File: src/rtl/p2ae_pkg.sv
`timescale 1ns / 1ps
// ----------------------------------------------------------------------------
// p2ae_pkg
// Shared widths, types and constants of the azimuth/elevation datapath.
// ----------------------------------------------------------------------------
package p2ae_pkg;

    localparam int COORD_WIDTH   = 24;
    localparam int ANGLE_WIDTH   = 16;
    localparam int CORDIC_STAGES = 16;
    localparam int ATAN_ENTRIES  = 24;
    localparam int N_ROT = (CORDIC_STAGES < ATAN_ENTRIES) ? CORDIC_STAGES : ATAN_ENTRIES;

    localparam int SCALE_SHIFT = 55 - COORD_WIDTH;
    localparam int CW          = COORD_WIDTH + SCALE_SHIFT + 4;
    localparam int ACC_W       = 34;
    localparam int ROUND_SHIFT = 32 - ANGLE_WIDTH;
    localparam int EL_W        = ACC_W - ROUND_SHIFT;

    localparam int KINV_SHIFT = 30;
    localparam int HI_W       = CW - 1 - KINV_SHIFT;
    localparam logic [KINV_SHIFT-1:0] KINV_Q30 = KINV_SHIFT'(652032874);

    typedef logic signed [CW-1:0]          t_cw;
    typedef logic signed [ACC_W-1:0]       t_acc;
    typedef logic signed [ANGLE_WIDTH-1:0] t_ang;
    typedef logic signed [EL_W-1:0]        t_el;
    typedef logic signed [COORD_WIDTH-1:0] t_coord;

    localparam t_acc ACC_PI    = t_acc'(64'd1 << 31);
    localparam t_acc ACC_HALF  = t_acc'(64'd1 << (31 - ANGLE_WIDTH));
    localparam t_ang ANG_QUARTER = t_ang'(32'd1 << (ANGLE_WIDTH - 2));
    localparam t_el  EL_QUARTER  = t_el'(32'd1 << (ANGLE_WIDTH - 2));

    localparam t_acc ATAN_TAB [ATAN_ENTRIES] = '{
        t_acc'(536870912), t_acc'(316933406), t_acc'(167458907), t_acc'(85004756),
        t_acc'(42667331),  t_acc'(21354465),  t_acc'(10679838),  t_acc'(5340245),
        t_acc'(2670163),   t_acc'(1335087),   t_acc'(667544),    t_acc'(333772),
        t_acc'(166886),    t_acc'(83443),     t_acc'(41722),     t_acc'(20861),
        t_acc'(10430),     t_acc'(5215),      t_acc'(2608),      t_acc'(1304),
        t_acc'(652),       t_acc'(326),       t_acc'(163),       t_acc'(81)
    };

    typedef struct packed {
        logic       zero;
        t_coord     py;
        t_ang       az;
    } t_side;

endpackage

File: src/rtl/p2ae_gain.sv
`timescale 1ns / 1ps
// ----------------------------------------------------------------------------
// p2ae_gain
// Two-stage CORDIC gain correction: split product, then rounded recombine.
// ----------------------------------------------------------------------------
module p2ae_gain
    import p2ae_pkg::*;
(
    input  logic  i_clk,
    input  logic  i_rst_n,
    input  logic  i_valid,
    output logic  o_ready,
    input  t_cw   i_x,
    input  t_side i_side,
    output logic  o_valid,
    input  logic  i_ready,
    output t_cw   o_h,
    output t_side o_side
);

    localparam int PHI_W = HI_W + KINV_SHIFT;
    localparam int PLO_W = 2 * KINV_SHIFT;

    logic                    r_v1;
    logic [PHI_W-1:0]        r_phi;
    logic [PLO_W-1:0]        r_plo;
    t_side                   r_side1;
    logic                    r_v2;
    t_cw                     r_h;
    t_side                   r_side2;

    logic                    w_en1;
    logic                    w_en2;
    logic [HI_W-1:0]         w_hi;
    logic [KINV_SHIFT-1:0]   w_lo;
    logic [PLO_W:0]          w_lo_sum;
    t_cw                     n_h;

    assign w_hi = i_x[CW-2:KINV_SHIFT];
    assign w_lo = i_x[KINV_SHIFT-1:0];

    assign w_lo_sum = {1'b0, r_plo} + (PLO_W+1)'(64'd1 << (KINV_SHIFT - 1));
    assign n_h = t_cw'({1'b0, r_phi}) + t_cw'({1'b0, w_lo_sum[PLO_W:KINV_SHIFT]});

    assign w_en2   = !r_v2 || i_ready;
    assign w_en1   = !r_v1 || w_en2;
    assign o_ready = w_en1;

    always_ff @(posedge i_clk) begin
        if (!i_rst_n) begin
            r_v1 <= 1'b0;
            r_v2 <= 1'b0;
        end else begin
            if (w_en1) begin
                r_v1 <= i_valid;
            end
            if (w_en2) begin
                r_v2 <= r_v1;
            end
        end
    end

    always_ff @(posedge i_clk) begin
        if (w_en1) begin
            r_phi   <= PHI_W'(w_hi) * PHI_W'(KINV_Q30);
            r_plo   <= PLO_W'(w_lo) * PLO_W'(KINV_Q30);
            r_side1 <= i_side;
        end
        if (w_en2) begin
            r_h     <= n_h;
            r_side2 <= r_side1;
        end
    end

    assign o_valid = r_v2;
    assign o_h     = r_h;
    assign o_side  = r_side2;

endmodule

File: config.mk
export PLATFORM = sky130hd
export DESIGN_NAME = p2ae_gain
export DESIGN_NICKNAME = d
export VERILOG_FILES = /design/src/rtl/p2ae_pkg.sv /design/src/rtl/p2ae_gain.sv
export SDC_FILE = /design/constraint.sdc
export NUM_CORES = 2
export LEC_CHECK = 0
export ABC_AREA = 1
export BUFFER_PORTS_ARGS = -buffer_cell sky130_fd_sc_hd__buf_2
export CELL_PAD_IN_SITES_DETAIL_PLACEMENT = 0
export CELL_PAD_IN_SITES_GLOBAL_PLACEMENT = 1
export CORE_MARGIN = 2
export CORE_UTILIZATION = 45
export CTS_CLUSTER_DIAMETER = 40
export DETAILED_ROUTE_END_ITERATION = 16
export GPL_TIMING_DRIVEN = 0
export PLACE_DENSITY_LB_ADDON = 0.1
export SYNTH_ARGS = -nofsm -noshare
export SYNTH_HDL_FRONTEND = slang
export SYNTH_SLANG_ARGS = --single-unit
File: constraint.sdc
create_clock -name i_clk -period 6.15 [get_ports i_clk]
set_input_delay 0.615 -clock i_clk [delete_from_list [all_inputs] [get_ports i_clk]]
set_output_delay 0.615 -clock i_clk [all_outputs]
set_load 0.01 [all_outputs]
# Word-level counts from Yosys, hierarchy flattened
# Index checks and enable logic that the tools add are counted.
# op_classes
reduce_logical,4
n_mul,2
addsub,2
# op_table
cell,count
$add 60x30->61 const B,1
$add 58x31->59,1
$mul 30x29->59 const B,1
$mul 28x29->57 const B,1
$logic_not 1->1,2
$logic_or 1x1->1,2
# totals
input_bits,104
out_inout_bits,102
reg_bits,259

# Logic depth before layout (Yosys ltp)
# depth
depth_word,3
depth_mapped,28
mapped_depth_nobuf,28

# Worst setup path after synthesis
# Ideal clock, no wire load.
# synth_timing
path_kind,input to register
startpoint,in i_x[8]
endpoint,reg r_plo[47] (data pin)
setup_ns,0.254
setup_slack_ns,-0.061
t_arrival_ns,5.958
stages,23
t_required_ns,5.896
path_buffers,0
cell_sequence,inv_1 -> fa_1 -> fa_1 -> inv_1 -> fa_1 -> inv_1 -> fa_1 -> inv_1 -> fa_1 -> fa_1 -> fa_1 -> inv_1 -> fa_1 -> inv_1 -> ha_1 -> nand2_1 -> nor2_1 -> and3_1 -> nand2_1 -> nor2_1 -> nand2_1 -> nand4_1 -> nand2_1
# synth_between
elab_chain_len,1
# synth_rtl
item,line_no,source
from (decl),p2ae_gain.sv:13,"input t_cw i_x,"
$mul 30x29->59,p2ae_gain.sv:66,r_plo <= PLO_W'(w_lo) * PLO_W'(KINV_Q30);
to (signal assigned),p2ae_gain.sv:66,
to (decl),p2ae_gain.sv:26,logic [PLO_W-1:0] r_plo;
# No other way between the ends.
# A chain may end at the register's enable or synchronous reset.

# Worst setup path in the final report
# layout_timing
startpoint,in i_x[8]
endpoint,reg r_plo[49] (data pin)
# The elaborated chain is that of the path after synthesis.

==> impl_metrics.py <==
metrics = {
    "cells_and_area": {
        "areaGrowthSynthToFinish_pct": 11.3,
        "finalInstanceArea_mm2": 0.0522,
        "regArea_mm2": 0.00692,
        "layout-drive-gt1-share_pct": 10.3,
        "num-nets-final": 7406,
        "final_cell_mix": "inv_1 (1756), nand2_1 (1224), fa_1 (761)",
        "diodes": 0,
        "multi_input_area_mm2": 0.0343,
        "layout_commonest_cell": "inv_1",
        "fill_cells": 10200,
        "final_cells": 7270,
    },
    "synthesis": {
        "yosys.area.top_type": "fa_1",
        "synthTopCellsByArea": "fa_1 (34%), ha_1 (17%), edfxtp_1 (15%)",
        "synth_warnings": 0,
        "synth_edf_count": 229,
        "netlist_area_mm2": 0.0468,
        "ys_ff_latch": 231,
        "yosysTopAreaCellShare_pct": 33.6,
        "post_synth.cell_area_avg_um2": 8.36,
        "ys_types": 39,
        "synth_ff_type": "edfxtp_1",
        "ys_seq_area_share_pct": 14.8,
        "async_reset_ff_share_pct": 0,
        "netlist_instances": 5601,
        "syn_nets": 7133,
    },
    "setup_path": {
        "r2r_end": "o_h[39]$_DFFE_PP_",
        "path_max_fanout": 4,
        "crit_family": "adder cells",
        "slowest_stage": "fa_2",
        "worst-path-buf-inv": 7,
        "crit-reg2reg-launch": "r_plo[29]$_DFFE_PP_",
        "regToRegSetupSlack_ps": 2740,
        "critical-path-max-stage-delay_ps": 590,
        "worstSetupPathType": "in2reg",
        "worst-r2r-cell-count": 21,
        "start_kind": "primary input",
        "crit_required_ps": 6410,
        "crit_start": "i_x[8]",
        "arrival_ps": 6450,
        "end_kind": "register",
        "path_cells": "buf_12 -> clkinvlp_4 -> buf_6 -> fa_2 -> fa_1 -> inv_2 -> fa_2 -> inv_2 -> fa_1 -> inv_1 -> fa_1 -> fa_2 -> fa_2 -> fa_1 -> ha_4 -> nand2_4 -> nor2_4 -> inv_2 -> nor3_4 -> nand2_2 -> nor2_1 -> nand2_1 -> nand4_1 -> nand2_2",
    },
    "routing": {
        "drtPass1Iterations": 6,
        "wl_per_cell_um": 18.3,
        "vias_per_cell": 4.74,
        "drc_errors": 0,
        "drt-initial-drc-count": 2195,
        "ant_nets": 0,
        "via_count": 34400,
        "postRouteWirelength_mm": 133,
    },
    "clock_tree": {
        "cts_buffers": 23,
        "clk_pin_slew_ps": 60,
        "cts-root-buf": "clkbuf_16",
        "cts_tree": "built",
        "clock_sinks": 231,
        "insertion_delay_ps": 530,
        "cts_buffer_depth": 3,
        "cts_hold_buf": 0,
        "htreeDepth": 1,
    },
    "global_routing": {
        "antenna_found_initial": 0,
        "grt.busiest_layer": "met1",
        "grt_max_degree": 73,
        "grt.met1_usage_pct": 39.8,
        "grtUsageMet3_pct": 3.88,
        "grt_usage_pct": 25.8,
        "use_met2_pct": 39.4,
        "grt_pass1_wl_mm": 209,
        "grt_pass1_vias": 36200,
        "grt.overflow.total": 0,
    },
    "sta": {
        "timing.final.ws_setup_ps": -33.7,
        "final.setup_skew_ps": 24.8,
        "hold_violations": 0,
        "finalSetupTns_ps": -33.7,
        "fin_crit_ps": 6180,
        "slew_viol_final": 0,
        "fmax_ghz": 0.162,
        "relSlewSlack_pct": 52.3,
        "worst_pin_slew_ps": 715,
        "setup_viol": 1,
        "fin_crit_sh_pct": 101,
        "grt_setup_unrepaired": "yes",
    },
    "die": {
        "core_area_mm2": 0.103,
        "num_rows": 118,
        "dieArea_mm2": 0.107,
        "die_w_um": 327,
        "floorplan.initialDensity_pct": 45.3,
        "boundaryPins": 206,
        "die_y_um": 327,
    },
    "place": {
        "dp_cells": 7188,
        "pre_cts_slack_ps": -1420,
        "gp_congestion": 0.939,
        "io_buffers": 204,
        "hpwl_mm": 120,
        "placed_area_mm2": 0.0497,
    },
    "min_path": {
        "whs_endpoint": "r_side1[12]$_DFFE_PP_",
        "whs_path_depth": 1,
        "hp-start": "i_side[12]",
        "hold_path_class": "in2reg",
    },
    "outcome": {
        "failed_checks": "setup timing",
        "status": "finished, violations left",
    },
    "run": {
        "maxCapViolations": 0,
    },
}
-- worst register-to-register path, delay by kind of cell (launching register included) --
kind	cells	cell delay, ps
buffers and inverters	3	210
adder cells (fa/ha/maj)	2	570
AO/OA/AOI/OAI	1	250
XOR/XNOR	1	170
AND/OR/NAND/NOR	14	1620
flip-flops	1	360
-- Yosys cell counts, drive strengths merged, types with 11 or more instances --
library cell,instances
a21oi,91
and2,13
edfxtp,229
fa,786
ha,642
inv,1804
nand2,1303
nand3,191
nand4,50
nor2,297
nor3,35
o21ai,19
xnor2,11
xor2,80
-- cell families (layout without fill, tap and decap cells) --
| logic type | after synthesis | count (layout) | share of synthesized area [%] |
|---|---|---|---|
| flops | 231 | 231 | 14.8 |
| simple gates | 1918 | 1918 | 16.9 |
| compound gates | 129 | 129 | 1.49 |
| xor+xnor | 91 | 91 | 1.70 |
| buf+inv | 1804 | 2093 | 14.5 |
| fa+ha+maj | 1428 | 1428 | 50.7 |
-- final cells by class --
type                       instances  area share [%]
timing repair buffer             248            3.20
multi-input combinational       3566            65.7
sequential                       231            13.3
tap                             1380            3.31
inverter                        1804            13.1
clock buffer                      25            1.12
clock inverter                    16           0.324
-- registers in the layout, summed over array words and instances (netlist names) --
name / count
o_h: 59
o_valid: 1
o_side: 41
r_side1: 41
r_plo: 31
r_phi: 57
r_v1: 1
-- worst max-delay path by stage --
stage                                      to  slack [ps]  depth (start not counted)
after floorplan           r_plo[47]$_DFFE_PP_           9                         23
after global placement    r_plo[33]$_DFFE_PP_       -1390                         25
after detailed placement  r_plo[33]$_DFFE_PP_       -1420                         25
after CTS                 r_plo[43]$_DFFE_PP_         -60                         25
after global routing      r_plo[49]$_DFFE_PP_        -270                         26
final                     r_plo[49]$_DFFE_PP_         -30                         24
-- repair_timing --
item                                   CTS  global route
setup endpoints to repair               49            62
endpoints found under the hold margin    0             0
pin swaps                               51            81
gates resized for setup                172           223
buffers inserted                        34             8
-- per-stage QoR --
step,util (%),hold WS (ps)
after CTS,49.7,228
final,50.5,255
after floorplan,-,400
after global placement,48.0,400
after detailed placement,48.1,405
after global routing,50.5,242
-- layer usage --
metal	vias up	wire length [µm]
li1	17000	-
met1	16500	66900
met2	827	56000
met3	100	8800
met4	0	1590
met5	-	0
Power is left out: the tool's default activity adds up to more than one toggle a clock period on the data nets, which glitch-free logic cannot reach.
